### src/rtl/core/keyed_table_oldest_replacement_unit_macros.svh
// Assertion macros used by the keyed table front end
`ifndef KEYED_TABLE_OLDEST_REPLACEMENT_UNIT_MACROS_SVH
`define KEYED_TABLE_OLDEST_REPLACEMENT_UNIT_MACROS_SVH

// same-cycle implication, sampled on clk_i, off during reset
`define KTOR_ASSERT_IMP(lbl, ante, cons) \
  lbl: assert property (@(posedge clk_i) disable iff (!rst_ni) (ante) |-> (cons)) \
    else $error("ktor assertion failed");

// next-cycle implication, sampled on clk_i, off during reset
`define KTOR_ASSERT_NXT(lbl, ante, cons) \
  lbl: assert property (@(posedge clk_i) disable iff (!rst_ni) (ante) |=> (cons)) \
    else $error("ktor assertion failed");

`endif

### src/rtl/core/ktor_pkg.sv
// Types and constants for the keyed record table
`timescale 1ns / 1ps
package ktor_pkg;

  localparam int unsigned TABLE_DEPTH_DEF = 16;
  localparam int unsigned QUEUE_DEPTH     = 2;
  localparam int unsigned COUNT_W         = 5;
  localparam int unsigned SLOT_W          = 4;

  typedef struct packed {
    logic [15:0] device_id;
    logic [31:0] last_seen;
    logic [31:0] record_payload;
  } item_t;

  typedef struct packed {
    logic [COUNT_W-1:0] entry_count;
    logic               matched;
    logic [SLOT_W-1:0]  slot;
    logic               evicted;
  } result_t;

endpackage

### src/rtl/core/ktor_ram.sv
// Generic single-port-write, single-port-read RAM with registered read data
`timescale 1ns / 1ps
module ktor_ram #(
  parameter int unsigned WIDTH = 8,
  parameter int unsigned DEPTH = 16
) (
  input  logic                                   clk_i,
  input  logic                                   we_i,
  input  logic [((DEPTH > 1) ? $clog2(DEPTH) : 1)-1:0] waddr_i,
  input  logic [WIDTH-1:0]                       wdata_i,
  input  logic [((DEPTH > 1) ? $clog2(DEPTH) : 1)-1:0] raddr_i,
  output logic [WIDTH-1:0]                       rdata_o
);

  logic [WIDTH-1:0] mem_q [DEPTH];
  logic [WIDTH-1:0] rdata_q;

  always_ff @(posedge clk_i) begin
    if (we_i) begin
      mem_q[waddr_i] <= wdata_i;
    end
    rdata_q <= mem_q[raddr_i];
  end

  assign rdata_o = rdata_q;

endmodule

### src/rtl/core/ktor_fifo.sv
// Small command queue between the classifier and the write-back stage
`timescale 1ns / 1ps
module ktor_fifo #(
  parameter int unsigned WIDTH = 8,
  parameter int unsigned DEPTH = 2
) (
  input  logic             clk_i,
  input  logic             rst_ni,
  input  logic             push_i,
  input  logic [WIDTH-1:0] wdata_i,
  input  logic             pop_i,
  output logic [WIDTH-1:0] rdata_o,
  output logic             empty_o
);

  localparam int unsigned PTR_W = (DEPTH > 1) ? $clog2(DEPTH) : 1;
  localparam int unsigned CNT_W = $clog2(DEPTH + 1);

  logic [WIDTH-1:0] buf_q [DEPTH];
  logic [PTR_W-1:0] wptr_q, wptr_d;
  logic [PTR_W-1:0] rptr_q, rptr_d;
  logic [CNT_W-1:0] cnt_q, cnt_d;
  logic             do_push, do_pop;

  assign do_push = push_i && (cnt_q != CNT_W'(DEPTH));
  assign do_pop  = pop_i && (cnt_q != '0);

  always_comb begin
    wptr_d = wptr_q;
    rptr_d = rptr_q;
    cnt_d  = cnt_q;
    if (do_push) begin
      wptr_d = (wptr_q == PTR_W'(DEPTH - 1)) ? '0 : PTR_W'(wptr_q + 1'b1);
    end
    if (do_pop) begin
      rptr_d = (rptr_q == PTR_W'(DEPTH - 1)) ? '0 : PTR_W'(rptr_q + 1'b1);
    end
    if (do_push && !do_pop) begin
      cnt_d = CNT_W'(cnt_q + 1'b1);
    end else if (do_pop && !do_push) begin
      cnt_d = CNT_W'(cnt_q - 1'b1);
    end
  end

  always_ff @(posedge clk_i or negedge rst_ni) begin
    if (!rst_ni) begin
      wptr_q <= '0;
      rptr_q <= '0;
      cnt_q  <= '0;
    end else begin
      wptr_q <= wptr_d;
      rptr_q <= rptr_d;
      cnt_q  <= cnt_d;
    end
  end

  always_ff @(posedge clk_i) begin
    if (do_push) begin
      buf_q[wptr_q] <= wdata_i;
    end
  end

  assign rdata_o = buf_q[rptr_q];
  assign empty_o = (cnt_q == '0);

endmodule

### src/rtl/core/ktor_front.sv
// Front end: takes a record, scans the table and classifies hit, append or evict
`timescale 1ns / 1ps
`include "keyed_table_oldest_replacement_unit_macros.svh"
module ktor_front #(
  parameter int unsigned TABLE_DEPTH = 16
) (
  input  logic                                               clk_i,
  input  logic                                               rst_ni,
  input  logic                                               start,
  output logic                                               busy,
  input  ktor_pkg::item_t                                    item_i,
  input  logic                                               fifo_empty_i,
  output logic                                               push_o,
  output logic [((TABLE_DEPTH > 1) ? $clog2(TABLE_DEPTH) : 1)
                + $bits(ktor_pkg::item_t) + $bits(ktor_pkg::result_t) - 1:0] cmd_o,
  output logic [((TABLE_DEPTH > 1) ? $clog2(TABLE_DEPTH) : 1)-1:0] raddr_o,
  input  ktor_pkg::item_t                                    rdata_i
);

  import ktor_pkg::*;

  localparam int unsigned IDX_W = (TABLE_DEPTH > 1) ? $clog2(TABLE_DEPTH) : 1;
  localparam int unsigned CNT_W = $clog2(TABLE_DEPTH + 1);

  localparam logic [1:0] ST_IDLE = 2'd0;
  localparam logic [1:0] ST_WAIT = 2'd1;
  localparam logic [1:0] ST_SCAN = 2'd2;
  localparam logic [1:0] ST_PUSH = 2'd3;

  logic [1:0]       state_q, state_d;
  item_t            item_q;
  logic [CNT_W-1:0] count_q, count_d;
  logic [CNT_W-1:0] rd_idx_q, rd_idx_d;
  logic             rd_vld_q, rd_vld_d;
  logic [IDX_W-1:0] cmp_idx_q;
  logic             hit_q, hit_d;
  logic [IDX_W-1:0] tgt_q, tgt_d;
  logic [IDX_W-1:0] old_idx_q, old_idx_d;
  logic [31:0]      old_time_q, old_time_d;
  logic             key_eq;
  logic             room;
  logic [IDX_W-1:0] slot;
  logic [CNT_W-1:0] cnt_new;
  result_t          res;

  assign key_eq = (rdata_i.device_id == item_q.device_id);
  assign room   = (count_q < CNT_W'(TABLE_DEPTH));

  always_comb begin
    res     = '0;
    slot    = tgt_q;
    cnt_new = count_q;
    if (hit_q) begin
      res.matched = 1'b1;
    end else if (!room) begin
      slot        = old_idx_q;
      res.evicted = 1'b1;
    end else begin
      slot    = count_q[IDX_W-1:0];
      cnt_new = CNT_W'(count_q + 1'b1);
    end
    res.entry_count = COUNT_W'(cnt_new);
    res.slot        = SLOT_W'(slot);
  end

  always_comb begin
    state_d    = state_q;
    count_d    = count_q;
    rd_idx_d   = rd_idx_q;
    rd_vld_d   = 1'b0;
    hit_d      = hit_q;
    tgt_d      = tgt_q;
    old_idx_d  = old_idx_q;
    old_time_d = old_time_q;
    push_o     = 1'b0;
    unique case (state_q)
      ST_IDLE: begin
        if (start) begin
          state_d = ST_WAIT;
        end
      end
      ST_WAIT: begin
        if (fifo_empty_i) begin
          state_d  = ST_SCAN;
          rd_idx_d = '0;
          hit_d    = 1'b0;
        end
      end
      ST_SCAN: begin
        if (rd_idx_q < count_q) begin
          rd_vld_d = 1'b1;
          rd_idx_d = CNT_W'(rd_idx_q + 1'b1);
        end
        if (rd_vld_q) begin
          if (key_eq && !hit_q) begin
            hit_d = 1'b1;
            tgt_d = cmp_idx_q;
          end
          if (cmp_idx_q == '0) begin
            old_idx_d  = '0;
            old_time_d = rdata_i.last_seen;
          end else if (!key_eq && (rdata_i.last_seen < old_time_q)) begin
            old_idx_d  = cmp_idx_q;
            old_time_d = rdata_i.last_seen;
          end
        end else if (rd_idx_q >= count_q) begin
          state_d = ST_PUSH;
        end
      end
      ST_PUSH: begin
        push_o  = 1'b1;
        count_d = cnt_new;
        state_d = ST_IDLE;
      end
      default: state_d = ST_IDLE;
    endcase
  end

  always_ff @(posedge clk_i or negedge rst_ni) begin
    if (!rst_ni) begin
      state_q  <= ST_IDLE;
      count_q  <= '0;
      rd_vld_q <= 1'b0;
    end else begin
      state_q  <= state_d;
      count_q  <= count_d;
      rd_vld_q <= rd_vld_d;
    end
  end

  always_ff @(posedge clk_i) begin
    if (state_q == ST_IDLE && start) begin
      item_q <= item_i;
    end
    rd_idx_q   <= rd_idx_d;
    cmp_idx_q  <= rd_idx_q[IDX_W-1:0];
    hit_q      <= hit_d;
    tgt_q      <= tgt_d;
    old_idx_q  <= old_idx_d;
    old_time_q <= old_time_d;
  end

  assign busy    = (state_q != ST_IDLE);
  assign raddr_o = rd_idx_q[IDX_W-1:0];
  assign cmd_o   = {slot, item_q, res};

  `KTOR_ASSERT_IMP(a_count_max, 1'b1, count_q <= CNT_W'(TABLE_DEPTH))
  `KTOR_ASSERT_IMP(a_push_empty, push_o, fifo_empty_i)
  `KTOR_ASSERT_IMP(a_evict_full, push_o && res.evicted, !room && !hit_q)
  `KTOR_ASSERT_NXT(a_push_idle, push_o, !busy)

endmodule

### src/rtl/core/ktor_back.sv
// Back end: writes a classified record into the table and strobes its result
`timescale 1ns / 1ps
module ktor_back #(
  parameter int unsigned TABLE_DEPTH = 16
) (
  input  logic                                               clk_i,
  input  logic                                               rst_ni,
  input  logic                                               fifo_empty_i,
  input  logic [((TABLE_DEPTH > 1) ? $clog2(TABLE_DEPTH) : 1)
                + $bits(ktor_pkg::item_t) + $bits(ktor_pkg::result_t) - 1:0] cmd_i,
  output logic                                               pop_o,
  output logic                                               we_o,
  output logic [((TABLE_DEPTH > 1) ? $clog2(TABLE_DEPTH) : 1)-1:0] waddr_o,
  output ktor_pkg::item_t                                    wdata_o,
  output logic                                               done_o,
  output ktor_pkg::result_t                                  result_o
);

  import ktor_pkg::*;

  localparam int unsigned IDX_W = (TABLE_DEPTH > 1) ? $clog2(TABLE_DEPTH) : 1;

  logic [IDX_W-1:0] cmd_slot;
  item_t            cmd_item;
  result_t          cmd_res;
  logic             done_q;
  result_t          res_q;

  assign {cmd_slot, cmd_item, cmd_res} = cmd_i;

  assign pop_o   = !fifo_empty_i;
  assign we_o    = !fifo_empty_i;
  assign waddr_o = cmd_slot;
  assign wdata_o = cmd_item;

  always_ff @(posedge clk_i or negedge rst_ni) begin
    if (!rst_ni) begin
      done_q <= 1'b0;
    end else begin
      done_q <= !fifo_empty_i;
    end
  end

  always_ff @(posedge clk_i) begin
    if (!fifo_empty_i) begin
      res_q <= cmd_res;
    end
  end

  assign done_o   = done_q;
  assign result_o = res_q;

endmodule

### src/rtl/core/keyed_table_oldest_replacement_unit.sv
// Top level of the keyed record table with oldest-timestamp replacement
// Each record scans the n filled entries (n = fill count), one table entry per cycle read
//   from the RAM; start is accepted only while idle; the scan waits for an empty queue.
// done is registered in the back end when it pops the record's command from the queue.
// Results cannot be stalled; done is high for exactly one cycle per record.
// Reset clears the fill count and control state only; no clearing pass runs.
`timescale 1ns / 1ps
module keyed_table_oldest_replacement_unit #(
  parameter int unsigned TABLE_DEPTH = ktor_pkg::TABLE_DEPTH_DEF
) (
  input  logic              clk_i,
  input  logic              rst_ni,
  input  logic              start,
  output logic              busy,
  input  ktor_pkg::item_t   item_i,
  output logic              done_o,
  output ktor_pkg::result_t result_o
);

  import ktor_pkg::*;

  localparam int unsigned IDX_W = (TABLE_DEPTH > 1) ? $clog2(TABLE_DEPTH) : 1;
  localparam int unsigned CMD_W = IDX_W + $bits(item_t) + $bits(result_t);

  logic             fifo_empty;
  logic             push;
  logic             pop;
  logic [CMD_W-1:0] cmd_in;
  logic [CMD_W-1:0] cmd_out;
  logic [IDX_W-1:0] raddr;
  logic [IDX_W-1:0] waddr;
  logic             we;
  item_t            rdata;
  item_t            wdata;

  ktor_front #(
    .TABLE_DEPTH(TABLE_DEPTH)
  ) u_front (
    .clk_i       (clk_i),
    .rst_ni      (rst_ni),
    .start       (start),
    .busy        (busy),
    .item_i      (item_i),
    .fifo_empty_i(fifo_empty),
    .push_o      (push),
    .cmd_o       (cmd_in),
    .raddr_o     (raddr),
    .rdata_i     (rdata)
  );

  ktor_fifo #(
    .WIDTH(CMD_W),
    .DEPTH(QUEUE_DEPTH)
  ) u_fifo (
    .clk_i  (clk_i),
    .rst_ni (rst_ni),
    .push_i (push),
    .wdata_i(cmd_in),
    .pop_i  (pop),
    .rdata_o(cmd_out),
    .empty_o(fifo_empty)
  );

  ktor_back #(
    .TABLE_DEPTH(TABLE_DEPTH)
  ) u_back (
    .clk_i       (clk_i),
    .rst_ni      (rst_ni),
    .fifo_empty_i(fifo_empty),
    .cmd_i       (cmd_out),
    .pop_o       (pop),
    .we_o        (we),
    .waddr_o     (waddr),
    .wdata_o     (wdata),
    .done_o      (done_o),
    .result_o    (result_o)
  );

  ktor_ram #(
    .WIDTH($bits(item_t)),
    .DEPTH(TABLE_DEPTH)
  ) u_table (
    .clk_i  (clk_i),
    .we_i   (we),
    .waddr_i(waddr),
    .wdata_i(wdata),
    .raddr_i(raddr),
    .rdata_o(rdata)
  );

endmodule

### config.mk
export PLATFORM = sky130hd
export DESIGN_NAME = keyed_table_oldest_replacement_unit
export DESIGN_NICKNAME = d
export VERILOG_FILES = /design/src/rtl/core/ktor_pkg.sv /design/src/rtl/core/ktor_ram.sv /design/src/rtl/core/ktor_fifo.sv /design/src/rtl/core/ktor_front.sv /design/src/rtl/core/ktor_back.sv /design/src/rtl/core/keyed_table_oldest_replacement_unit.sv
export VERILOG_INCLUDE_DIRS = /design/src /design/src/rtl/core
export SDC_FILE = /design/constraint.sdc
export NUM_CORES = 1
export LEC_CHECK = 0
export ABC_AREA = 1
export BUFFER_PORTS_ARGS = -buffer_cell sky130_fd_sc_hd__buf_4
export CAP_MARGIN = 20
export CORE_MARGIN = 3
export CORE_UTILIZATION = 35
export DETAILED_ROUTE_END_ITERATION = 10
export PLACE_DENSITY = 0.54
export SETUP_SLACK_MARGIN = 0.3
export SYNTH_ARGS = -nofsm -noshare
export SYNTH_HDL_FRONTEND = slang
export SYNTH_SLANG_ARGS = --single-unit
### constraint.sdc
create_clock -name clk_i -period 9.6 [get_ports clk_i]
set_input_delay 0.96 -clock clk_i [delete_from_list [all_inputs] [get_ports clk_i]]
set_output_delay 0.96 -clock clk_i [all_outputs]
set_load 0.03 [all_outputs]
; Yosys cells after proc, flatten, opt, wreduce, memory -nomap -nowiden
; Memories as Yosys holds them, arrays and structs flattened. A register that Yosys moved wholly into a read port is not among the register bits.
; Index checks and enable logic that the tools add are counted.
[word_totals]
regBits = 154
ram_bits = 1470
memories = 2
word_cells = 101
in_bits = 83
[op_classes]
n_mux = 32
n_addsub = 6
order_cmp = 4
eq_ne = 12
reduce_logical = 25
[memory_table]
columns = memory, depth, word_bits, rd, rd_ports_with_merged_regs, write_ports, line
row1 = u_table.mem_q, 16, 80, 1, 1, 1, ktor_ram.sv:15  ; logic [WIDTH-1:0] mem_q [DEPTH];
row2 = u_fifo.buf_q, 2, 95, 1, 0, 1, ktor_fifo.sv:19  ; logic [WIDTH-1:0] buf_q [DEPTH];
[ops]
columns = op, count
row1 = 32-bit 2-to-1 mux, 2
row2 = 32-bit < comparator, 1
row3 = 5-bit 2-to-1 mux, 4
row4 = 16-bit == test, 1
row5 = 1-bit 2-to-1 mux, 14
row6 = 2-bit 2-to-1 mux, 6
row7 = 4-bit 2-to-1 mux, 3
row8 = 5-bit by 1-bit adder with 5-bit output (second input constant), 2
row9 = 2-bit by 1-bit != test with 1-bit output (second input constant), 5
row10 = 5-bit one-hot mux with 2 select lines, 1
row11 = 2-bit nonzero test, 5
row12 = 3-bit AND reduction, 3
row13 = 2-bit one-hot mux with 4 select lines, 1
row14 = 4-bit AND reduction, 2
row15 = 1-bit logical AND, 7
row16 = 2-bit != test (second input constant), 3
row17 = 5-bit >= comparator, 1
row18 = 1-bit zero test, 5
row19 = 5-bit < comparator, 1
row20 = 5-bit < comparator (second input constant), 1
row21 = 2-bit == test (second input constant), 2
row22 = 2-bit zero test, 2
row23 = 4-bit zero test, 1
row24 = 1-bit adder (second input constant), 2
row25 = other kinds (4), 4

; Longest topological paths before layout
; Gate-level depths: netlist of the first run.
[depth]
word_depth = 7
mapped_depth = 13
mapped_depth_nobuf = 13

; Modules after synthesis
; From an unflattened synthesis of the first run, not the netlist that was laid out.
[hier_totals]
cells_unflattened = 6334
hier_area_um2 = 70138.5
[modules_own_cells]
columns = mod, seq_area_each_um2, area_each_um2, cells_per_inst, n_inst
row1 = ktor_ram, 40038.4, 56158.9, 5256, 1
row2 = ktor_fifo, 5805.6, 7144.4, 526, 1
row3 = ktor_front, 4063.9, 5838.1, 454, 1
row4 = ktor_back, 355.3, 997.2, 98, 1

; Worst setup path after synthesis of the first run
; OpenSTA, ideal clock, no wires.
[synth_path]
path_kind = reg-to-reg
startpoint = register u_front.state_q[0]
endpoint = memory u_fifo.buf_q[1][0] (netlist bit) (enable)
path_slack_ns = 5.641
synth_period_minus_slack_ns = 3.959
n_path_buf = 0
setup_time_ns = 0.477
t_required_ns = 9.123
stages_incl_launch_ff = 6
arrival_ns = 3.481
cell_sequence = dfrtp_1 > ha_1 > inv_1 > a21oi_1 > inv_1 > nor2_1
[synth_via]
elab_chain_len = 5
[synth_rtl]
columns = element, line
row1 = "start, declared", ktor_front.sv:30  ; logic [1:0] state_q, state_d;
row2 = "start signal, assigned", ktor_front.sv:125  ; state_q <= state_d;
row3 = 2-bit == test, ktor_front.sv:76  ; unique case (state_q)
row4 = 1-bit 2-to-1 mux, ktor_front.sv:76
row5 = 1-bit logical AND, ktor_fifo.sv:25  ; assign do_push = push_i && (cnt_q != CNT_W'(DEPTH));
row6 = named net u_fifo.do_push, ktor_fifo.sv:23  ; logic do_push, do_pop;
row7 = 1-bit 2-to-1 mux, ktor_fifo.sv:58  ; if (do_push) begin
row8 = 1-bit 2-to-1 mux (implied by the code), ktor_fifo.sv:59  ; buf_q[wptr_q] <= wdata_i;
row9 = "end, declared", ktor_fifo.sv:19
; The timed path passes the listed nets, and every way through them passes these cells.

; Worst setup path after layout of the first run
[layout_path]
startpoint = register u_fifo.rptr_q
endpoint = memory u_table.mem_q[9][42] (netlist bit) (enable)
[layout_via]
elab_chain_len = 1
[layout_rtl]
columns = element, line
row1 = "start, declared", ktor_fifo.sv:21  ; logic [PTR_W-1:0] rptr_q, rptr_d;
row2 = "start signal, assigned", ktor_fifo.sv:52  ; rptr_q <= rptr_d;
row3 = memory 2 x 95 bit, --
row4 = "end, declared", ktor_ram.sv:15
; Every way passes these cells.

==> flow_metrics.py, run 1 <==
metrics = {
    "clocking": {
        "clk_latency_ps": 660,
        "total_clock_buffers_created_by_cts": 100,
        "cts-hold-fix-buffers": 0,
        "cts_root_buf": "clkbuf_16",
        "clockBufferDepth": 3,
        "numClockSinks": 1056,
        "cts_tree": "built",
        "cts.clk_slew.worst_paths_ps": 60,
        "cts.htree.levels": 3,
        "cts_setup_buffers": 0,
        "ctsResizeCount": 0,
    },
    "cells_and_area": {
        "final_cell_count_no_fill": 4584,
        "nets": 3131,
        "post_route_cells_drive_above_1_share": 0.09371,
        "filler_cell_count": 10490,
        "most_common_cell_after_layout_fill_and_taps_aside": "edfxtp_1",
        "area_growth_syn_to_layout_pct": 12.98,
        "final_area_um2": 45540,
        "antenna-diode-count": 0,
        "mostFrequentLayoutCells": "edfxtp_1, nor2_1, o21ai_0, nand2_1, o22ai_1",
        "final_core_util": 0.4015,
    },
    "timing": {
        "rsz0062_at_grt": "false",
        "fin_worst_hold_slack_ps": 147.5,
        "period_minus_slack_ps": 4048,
        "worstMarginPinSlew_ps": 1085,
        "fin_tns_setup_ps": 0,
        "final-hold-violation-count": 0,
        "slew_headroom": 0.2766,
        "number_of_slew_limit_violations_in_the_final_report": 0,
        "worst_clock_skew_ps": 26.12,
        "fmaxAchievable_mhz": 247.0,
        "timing.final.setup_violations": 0,
        "finalWorstSetupSlack_ps": 5552,
        "share_of_the_cycle_needed_by_the_critical_path_after_routing": 0.4217,
    },
    "setup_path": {
        "critical_path_required_ps": 9870,
        "setup.worst_path.class": "reg2reg",
        "reg2reg_setup_slack_ps": 5550,
        "critPathArrivalTime_ps": 4320,
        "critical_path_peak_fanout": 45,
        "worstReg2RegStart": "u_fifo.rptr_q",
        "critPathCapture": "u_table.mem_q[9][42]",
        "regToRegEndpoint": "u_table.mem_q[9][42]",
        "crit_path_start_kind": "register",
        "timing.critical_path.from": "u_fifo.rptr_q",
        "timing.critical_path.to_type": "register",
        "reg2regPathDepth": 8,
    },
    "synthesis": {
        "synthesized_net_count": 3091,
        "netlist_area_um2": 40310,
        "synth.top_cell.area_share": 0.7382,
        "synth_seq_area_share": 0.7721,
        "synth.avg_cell_area_um2": 13.60,
        "netlist-cell-type-count": 33,
        "netlist_instances": 2964,
        "netlist_top_cells_area": "edfxtp_1, o21ai_0, nor2_1",
        "synthesis_stage_register_bit_count": 1056,
        "synth-warning-count": 0,
        "synth_largest_area_cell": "edfxtp_1",
    },
    "global_route": {
        "grt_pass1_wl_um": 147400,
        "number_of_antenna_violations_at_the_first_check_in_global_routing": 3,
        "grt_pass1_vias": 22380,
        "grt.total_usage": 0.1637,
        "grt_start_max_net_pins": 207,
        "global_route.overflow_total": 0,
    },
    "die": {
        "ioPinCount": 96,
        "die_span_y_um": 345.4,
        "initial_utilization": 0.3554,
        "horizontal_die_dimension_um": 345.4,
        "placeableCoreArea_um2": 113400,
        "dieArea_um2": 119300,
        "floorplan.rows": 123,
    },
    "detailed_routing": {
        "detail-route-antenna-nets": 0,
        "routed_wire_length_per_instance_um": 21.94,
        "finalWirelength_um": 100600,
        "drt_pass1_iterations": 5,
        "detail_route.iter0.violations": 2271,
        "detail_route.vias_per_cell": 5.144,
        "route.vias.total": 23580,
        "drc": 0,
    },
    "pwr": {
        "vdd.ir_drop.worst_mv": 0.3196,
        "leakagePower_nw": 15.32,
        "finalPower_mw": 15.43,
        "power.density_nw_per_um2": 338.9,
    },
    "placed_design": {
        "detailed_place.area_um2": 42380,
        "placed_cells": 4402,
        "placement.io_buffers": 63,
        "place.gp.congestion": 0.7521,
        "post_place_worst_slack_ps": 5523,
        "dp_hpwl_um": 49350,
    },
    "flow_run": {
        "max-cap-violations": 0,
    },
    "hold_path": {
        "hold_class": "in2async",
    },
    "run_status": {
        "run_status": "complete, no violations",
    },
}
cell usage after synthesis:
library cell / number
or4_1: 1
a21oi_1: 55
ha_1: 44
buf_1: 1
xor2_1: 10
nand2_1: 286
edfxtp_1: 991
buf_6: 11
o21ai_0: 426
buf_4: 15
o21ai_1: 41
o21a_1: 2
clkbuf_2: 11
nor3_1: 1
buf_2: 58
dfxtp_1: 52
nor2_1: 506
or2_2: 4
a31oi_1: 1
inv_6: 1
nand3_1: 15
nor2_2: 1
clkbuf_1: 79
inv_1: 84
nor3_2: 1
nand4_1: 4
xnor2_1: 3
a22oi_1: 16
o22ai_1: 224
or2_0: 2
and3_1: 1
dfrtp_1: 13
inv_2: 4
critical path: stages, from the launching register on:
cell	delay, ps
dfrtp_2	410
inv_2	290
buf_4	650
or2_0	180
o21ai_0	140
nor2_1	220
nand2_1	160
nor2_4	810
buf_4	730
registers in the layout (all words and copies together) (netlist names):
signal              flops
u_table.mem_q         768
u_fifo.buf_q          118
u_front.cmd_o          48
u_table.rdata_o        48
u_front.old_time_q     32
u_back.result_o        11
u_front.count_q         5
u_front.rd_idx_q        5
u_front.cmp_idx_q       4
u_front.old_idx_q       4
u_front.tgt_q           4
u_fifo.cnt_q            2
u_front.state_q         2
u_back.done_o           1
u_fifo.rptr_q           1
u_fifo.wptr_q           1
u_front.hit_q           1
u_front.rd_vld_q        1
final cells by class:
| class | instances | area [um2] | share of cell area |
|---|---|---|---|
| sequential | 1056 | 31130 | 0.6835 |
| multi-input combinational | 1644 | 8112 | 0.1781 |
| clock buffer | 144 | 2810 | 0.06171 |
| tap | 1500 | 1877 | 0.04121 |
| timing repair buffer | 113 | 918.4 | 0.02017 |
| inverter | 89 | 351.6 | 0.007720 |
| clock inverter | 38 | 347.8 | 0.007638 |
kinds of logic after synthesis:
group	Yosys count	synth area share
AO/OA/AOI/OAI	765	0.1031
XOR/XNOR	13	0.002825
adder cells (fa/ha/maj)	44	0.01366
buffers and inverters	264	0.03029
flip-flops	1056	0.7721
AND/OR/NAND/NOR	822	0.07803
per-layer routing:
layer / wire [um] / global-route usage / vias to the layer above
met2: 46940 / 0.2608 / 632
li1: - / - / 10910
met3: 5360 / 0.02440 / 163
met5: 0 / 0 / -
met4: 2718 / 0.05259 / 0
met1: 45540 / 0.2310 / 11880
worst min-delay path by stage:
stage                                   endpoint  slack (ps)  cells past startpoint
after floorplan             u_front.cmp_idx_q[2]         370                      0
after global placement    u_front.old_time_q[24]         420                      0
after detailed placement   u_front.old_time_q[3]         430                      0
after CTS                     u_front.state_q[1]         100                      1
after global routing          u_front.state_q[1]         120                      1
final                           u_front.rd_vld_q         150                      1
where the power goes:
part           internal (mW)  switching, mW  total (mW)
Clock                   2.19           1.64        3.82
Sequential              6.61          0.286        6.89
Combinational           1.16           3.55        4.71
Total                   9.96           5.48        15.4
Note: power is estimated with default switching activity, not from simulation.
==> run 2: changes to the inputs <==
--- a/config.mk
+++ b/config.mk
@@ -12,7 +12,7 @@
 export CORE_MARGIN = 3
 export CORE_UTILIZATION = 35
 export DETAILED_ROUTE_END_ITERATION = 10
-export PLACE_DENSITY = 0.54
+export PLACE_DENSITY = 0.55
 export SETUP_SLACK_MARGIN = 0.3
 export SYNTH_ARGS = -nofsm -noshare
 export SYNTH_HDL_FRONTEND = slang
==> constraint.sdc (replaced) <==
create_clock -name clk_i -period 3.7 [get_ports clk_i]
set_input_delay 0.37 -clock clk_i [delete_from_list [all_inputs] [get_ports clk_i]]
set_output_delay 0.37 -clock clk_i [all_outputs]
set_load 0.03 [all_outputs]
==> run 2 against run 1 <==
Combinational power rose to 2.7 times the previous value. Largest power group unchanged. Critical path depth down 2. Critical path type unchanged. Cell area up 2.6%. Critical endpoint is now u_table.mem_q[9][67].
==> flow_metrics.py, run 2 (synthesis results as in run 1) <==
metrics = {
    "cells_and_area": {
        "regArea_um2": 31130,
        "largest_register_ffs": 768,
        "area_growth_syn_to_layout_pct": 15.94,
        "post_route_cells_drive_above_1_share": 0.09924,
        "filler_cell_count": 10360,
        "nets": 3192,
        "layout_top_registers": "u_table.mem_q: 768 flops, u_fifo.buf_q: 118 flops",
        "multiInputGateArea_um2": 8112,
        "most_common_cell_after_layout_fill_and_taps_aside": "edfxtp_1",
        "registers.top_by_ff_count": "u_table.mem_q",
        "final_area_um2": 46740,
        "mostFrequentLayoutCells": "edfxtp_1, nor2_1, o21ai_0, nand2_1, o22ai_1",
    },
    "setup_path": {
        "critPathArrivalTime_ps": 2980,
        "reg2regPathDepth": 6,
        "crit_path_start_kind": "register",
        "timing.critical_path.to_type": "register",
        "critPathCapture": "u_table.mem_q[9][67]",
        "setup.worst_path.class": "reg2reg",
        "worstReg2RegStart": "u_fifo.rptr_q",
        "critical_path_peak_fanout": 44,
        "timing.critical_path.from": "u_fifo.rptr_q",
        "critical_path_required_ps": 4000,
        "regToRegEndpoint": "u_table.mem_q[9][67]",
        "reg2reg_setup_slack_ps": 1020,
    },
    "global_route": {
        "global_route.overflow_total": 0,
        "grt.total_usage": 0.1596,
        "grt_pass1_vias": 22850,
        "grt_pass1_wl_um": 145500,
        "number_of_antenna_violations_at_the_first_check_in_global_routing": 2,
        "grt_start_max_net_pins": 179,
    },
    "clocking": {
        "clockBufferDepth": 3,
        "cts_setup_buffers": 0,
        "cts_root_buf": "clkbuf_16",
        "cts.htree.levels": 3,
        "cts.clk_slew.worst_paths_ps": 60,
        "clk_latency_ps": 670,
        "total_clock_buffers_created_by_cts": 102,
        "numClockSinks": 1056,
        "cts_tree": "built",
    },
    "die": {
        "dieArea_um2": 119300,
        "die_span_y_um": 345.4,
        "initial_utilization": 0.3554,
        "ioPinCount": 96,
        "horizontal_die_dimension_um": 345.4,
        "floorplan.rows": 123,
        "placeableCoreArea_um2": 113400,
    },
    "detailed_routing": {
        "met1Wirelength_um": 45710,
        "drt_pass1_iterations": 5,
        "routed_wire_length_per_instance_um": 20.99,
        "drc": 0,
        "routed-wl-met2_um": 45730,
        "met3_wirelength_um": 4701,
        "highest-signal-layer": "met4",
        "detail-route-antenna-nets": 0,
        "route.vias.total": 23800,
        "finalWirelength_um": 97710,
        "detail_route.iter0.violations": 2154,
        "detail_route.vias_per_cell": 5.111,
    },
    "timing": {
        "rsz0062_at_grt": "false",
        "final-hold-violation-count": 0,
        "number_of_slew_limit_violations_in_the_final_report": 0,
        "fmaxAchievable_mhz": 373.2,
        "worstMarginPinSlew_ps": 866.3,
        "worst_clock_skew_ps": 20.62,
        "timing.final.setup_violations": 0,
        "share_of_the_cycle_needed_by_the_critical_path_after_routing": 0.7243,
        "fin_tns_setup_ps": 0,
        "period_minus_slack_ps": 2680,
        "slew_headroom": 0.4225,
    },
    "placed_design": {
        "detailed_place.area_um2": 42860,
        "dp_hpwl_um": 51160,
        "placement.io_buffers": 63,
        "place.gp.congestion": 0.7590,
    },
    "hold_path": {
        "hold_class": "in2async",
    },
    "run_status": {
        "run_status": "complete, no violations",
    },
    "pwr": {
        "leakagePower_nw": 15.80,
        "power.density_nw_per_um2": 879.0,
        "vdd.ir_drop.worst_mv": 0.7146,
    },
    "flow_run": {
        "max-cap-violations": 0,
    },
}
## run 2: cell count changes in the layout (fill, tap and decap cells not counted), sizes merged
cell,change
clkinv,+11
diode,+2
clkinvlp,-1
dlygate4sd3,+49
bufinv,+6
inv,+5
clkbuf,-10
buf,+10
## run 2: report_power, final
| group | internal [mW] | total [mW] | switching (mW) | leakage (nW) |
|---|---|---|---|---|
| Clock | 6.04 | 10.5 | 4.45 | 1.66 |
| Sequential | 17.1 | 17.9 | 0.792 | 9.64 |
| Combinational | 3.36 | 12.7 | 9.30 | 4.50 |
## run 2: how the worst min path moves through the flow
stage,start,end,slack (ps),depth (start not counted)
after global placement,rst_ni,u_back.done_o,230,1
after detailed placement,rst_ni,u_fifo.cnt_q[0],230,1
after CTS,rst_ni,u_front.count_q[2],50,2
final,rst_ni,u_fifo.cnt_q[1],90,2
after global routing,rst_ni,u_front.count_q[2],100,2
after floorplan,rst_ni,u_back.done_o,70,0
## run 2: layout make-up
class / count / share of cell area
well taps: 1500 / 0.04016
inverters: 89 / 0.007522
clock buffers: 134 / 0.05804
diodes: 2 / 0.0001071
clock inverters: 59 / 0.01424
repair buffers: 172 / 0.04042
flip-flops and latches: 1056 / 0.6660
multi-input cells: 1644 / 0.1736
## run 2: what timing repair did
action,in CTS,in global routing
hold buffers,49,0
setup endpoints to repair,0,0
resized for setup,0,0
endpoints found under the hold margin,61,0
## run 2: per-stage QoR
step | hold WS (ps) | worst slack [ps] | total power, mW | util | std cells
6_report | 93.38 | 1020 | 41.08 | 0.4121 | 4656
5_1_grt | 97.94 | 798.9 | 43.37 | 0.4120 | 4654
4_1_cts | 48.27 | 986.5 | 41.43 | 0.4120 | 4654
3_5_place_dp | 233.3 | 1013 | 30.87 | 0.3779 | 4412
3_3_place_gp | 231.4 | 1008 | 30.74 | 0.3779 | 4412
2_1_floorplan | 74.41 | 174.8 | 25.99 | - | 2964
## run 2: per-layer routing
| layer | global-route usage | vias up |
|---|---|---|
| li1 | - | 11060 |
| met1 | 0.2326 | 12060 |
| met2 | 0.2537 | 577 |
| met3 | 0.02112 | 102 |
| met4 | 0.03900 | 0 |
| met5 | 0 | - |
## run 2: critical path, stage by stage, from the launching register on
cell and delay, ps:
dfrtp_2 710, inv_2 110, or2_2 290, o21ai_0 130, nand2_1 300, nor2_4 300
buf_12 350
==> run 3: changes to the inputs <==
==> constraint.sdc (replaced) <==
create_clock -name clk_i -period 2.4 [get_ports clk_i]
set_input_delay 0.24 -clock clk_i [delete_from_list [all_inputs] [get_ports clk_i]]
set_output_delay 0.24 -clock clk_i [all_outputs]
set_load 0.03 [all_outputs]
==> run 3 against run 2 <==
Critical path depth grew 5. Sequential power grew 54%. First-iteration DRC count shrank 5.6%. Total power grew 59%. Highest routed layer unchanged. Combinational power grew 75%. The flow now finishes with violations (antenna rules). Largest power group unchanged. Final cell count grew 2.1%. Critical path type unchanged. Sequential share of layout area shrank 2.0 points. Critical endpoint is now u_front.old_time_q[14]. Clock power grew 49%. Register-to-register slack lost 750 ps. Worst setup slack lost 750 ps. Routed wire length grew 4.3%. Cell area grew 3.1%.
==> flow_metrics.py, run 3 (synthesis results as in run 1) <==
metrics = {
    "run_status": {
        "run_status": "finished, violations left",
        "violations_in_the_final_reports": "antenna rules",
    },
    "die": {
        "die_span_y_um": 345.4,
        "initial_utilization": 0.3554,
        "placeableCoreArea_um2": 113400,
        "dieArea_um2": 119300,
        "floorplan.rows": 123,
        "ioPinCount": 96,
        "horizontal_die_dimension_um": 345.4,
    },
    "clocking": {
        "clockBufferDepth": 3,
        "total_clock_buffers_created_by_cts": 103,
        "cts.clk_slew.worst_paths_ps": 60,
        "cts_tree": "built",
        "numClockSinks": 1056,
        "cts_root_buf": "clkbuf_16",
        "clk_latency_ps": 660,
        "cts.htree.levels": 3,
    },
    "placed_design": {
        "post_place_worst_slack_ps": -8.192,
        "dp_hpwl_um": 54830,
        "place.gp.congestion": 0.7465,
        "detailed_place.area_um2": 43870,
        "placement.io_buffers": 63,
    },
    "detailed_routing": {
        "drt_pass1_iterations": 5,
        "drc": 0,
        "routed_wire_length_per_instance_um": 21.44,
        "route.vias.total": 24180,
        "detail-route-antenna-nets": 1,
        "detail_route.vias_per_cell": 5.085,
        "finalWirelength_um": 102000,
        "detail_route.iter0.violations": 2033,
    },
    "setup_path": {
        "critPathArrivalTime_ps": 2500,
        "critical_path_required_ps": 2770,
        "timing.critical_path.to_type": "register",
        "critical_path_peak_fanout": 8,
        "setup.worst_path.class": "reg2reg",
        "critPathCapture": "u_front.old_time_q[14]",
        "regToRegEndpoint": "u_front.old_time_q[14]",
        "crit_path_start_kind": "register",
        "reg2reg_setup_slack_ps": 270,
        "worstReg2RegStart": "u_front.old_time_q[31]",
        "reg2regPathDepth": 11,
        "timing.critical_path.from": "u_front.old_time_q[31]",
    },
    "cells_and_area": {
        "nets": 3294,
        "registers.top_by_ff_count": "u_table.mem_q",
        "largest_register_ffs": 768,
        "layout_top_registers": "u_table.mem_q: 768 flops, u_fifo.buf_q: 118 flops",
        "post_route_cells_drive_above_1_share": 0.1393,
        "mostFrequentLayoutCells": "edfxtp_1, nor2_1, o21ai_0, nand2_1, o22ai_1",
        "final_area_um2": 48180,
        "most_common_cell_after_layout_fill_and_taps_aside": "edfxtp_1",
        "area_growth_syn_to_layout_pct": 19.52,
    },
    "timing": {
        "rsz0062_at_grt": "true",
        "period_minus_slack_ps": 2128,
        "finalWorstSetupSlack_ps": 271.6,
        "fin_worst_hold_slack_ps": 297.2,
        "timing.final.setup_violations": 0,
        "fin_tns_setup_ps": 0,
        "share_of_the_cycle_needed_by_the_critical_path_after_routing": 0.8868,
        "number_of_slew_limit_violations_in_the_final_report": 0,
        "slew_headroom": 0.5376,
        "worst_clock_skew_ps": 21.83,
        "fmaxAchievable_mhz": 469.8,
        "final-hold-violation-count": 0,
        "worstMarginPinSlew_ps": 691.3,
    },
    "pwr": {
        "power.density_nw_per_um2": 1356,
        "leakagePower_nw": 16.43,
        "vdd.ir_drop.worst_mv": 0.8152,
    },
    "global_route": {
        "grt_pass1_wl_um": 148300,
        "grt.total_usage": 0.1634,
        "grt_start_max_net_pins": 151,
        "number_of_antenna_violations_at_the_first_check_in_global_routing": 0,
        "grt_pass1_vias": 23240,
        "global_route.overflow_total": 0,
    },
    "flow_run": {
        "max-cap-violations": 0,
    },
    "hold_path": {
        "hold_class": "in2reg",
    },
}
run 3: changes by cell type in the layout (fill, tap and decap cells not counted), moves of 7 or more:
cell / change
buf_4: +59
buf_12: +25
nand2_1: -16
nand2_2: +14
nor2_1: -10
clkbuf_16: +9
inv_1: -8
clkinv_1: +7
clkinv_2: -7
inv_2: +7
run 3: layer usage:
metal	routed length (um)	up-vias	track usage	part of all wire
met5	0	-	0	0
met4	1982	0	0.04388	0.019
met3	5733	114	0.02107	0.056
met2	49340	716	0.2712	0.48
met1	44900	12090	0.2269	0.44
li1	-	11260	-	-
run 3: what timing repair did:
action                                 CTS  global route
gates cloned                             3             4
hold buffers                            51             0
buffers inserted                         8             6
endpoints found under the hold margin   64             0
setup endpoints to repair              173           138
gates resized for setup                 23            28
pin swaps                                7            14
run 3: layout make-up:
type / count / area, um2
antenna: 5 / 12.51
clock buffer: 142 / 2859
clock inverter: 47 / 390.4
fill: 10260 / 65240
inverter: 89 / 352.8
multi-input combinational: 1644 / 8368
sequential: 1056 / 31130
tap: 1500 / 1877
timing repair buffer: 273 / 3196
run 3: stage by stage:
step                      utilization  std cells  total power [mW]
final                          0.4248       4756             65.34
after global routing           0.4247       4751             68.78
after CTS                      0.4221       4741             65.37
after detailed placement       0.3868       4490             49.40
after global placement         0.3868       4490             49.30
after floorplan                     -       2964             40.32
run 3: worst min-delay path by stage:
stage	startpoint	end	slack [ps]	cells past startpoint
2_1_floorplan	rst_ni	u_back.done_o	-60	0
3_3_place_gp	rst_ni	u_back.done_o	100	1
3_5_place_dp	rst_ni	u_back.done_o	110	1
4_1_cts	item_i[35]	u_front.cmd_o[46]	240	2
5_1_grt	item_i[62]	u_front.cmd_o[73]	270	2
6_report	item_i[73]	u_front.cmd_o[84]	300	2
run 3: power by group:
part	switching, mW	internal [mW]	leakage (nW)
clock network	6.67	8.95	1.59
logic	15.3	6.92	5.20
registers	1.13	26.4	9.64
total	23.1	42.2	16.4
run 3: critical path, cell delays in order (launching register included):
cell and delay, ps:
edfxtp_1 380, inv_1 70, ha_1 250, a21oi_2 160
o21ai_2 80, nor2_2 170, nand2_1 80, nor2_2 90
nand2_2 70, a21oi_4 150, buf_6 160, clkbuf_16 160
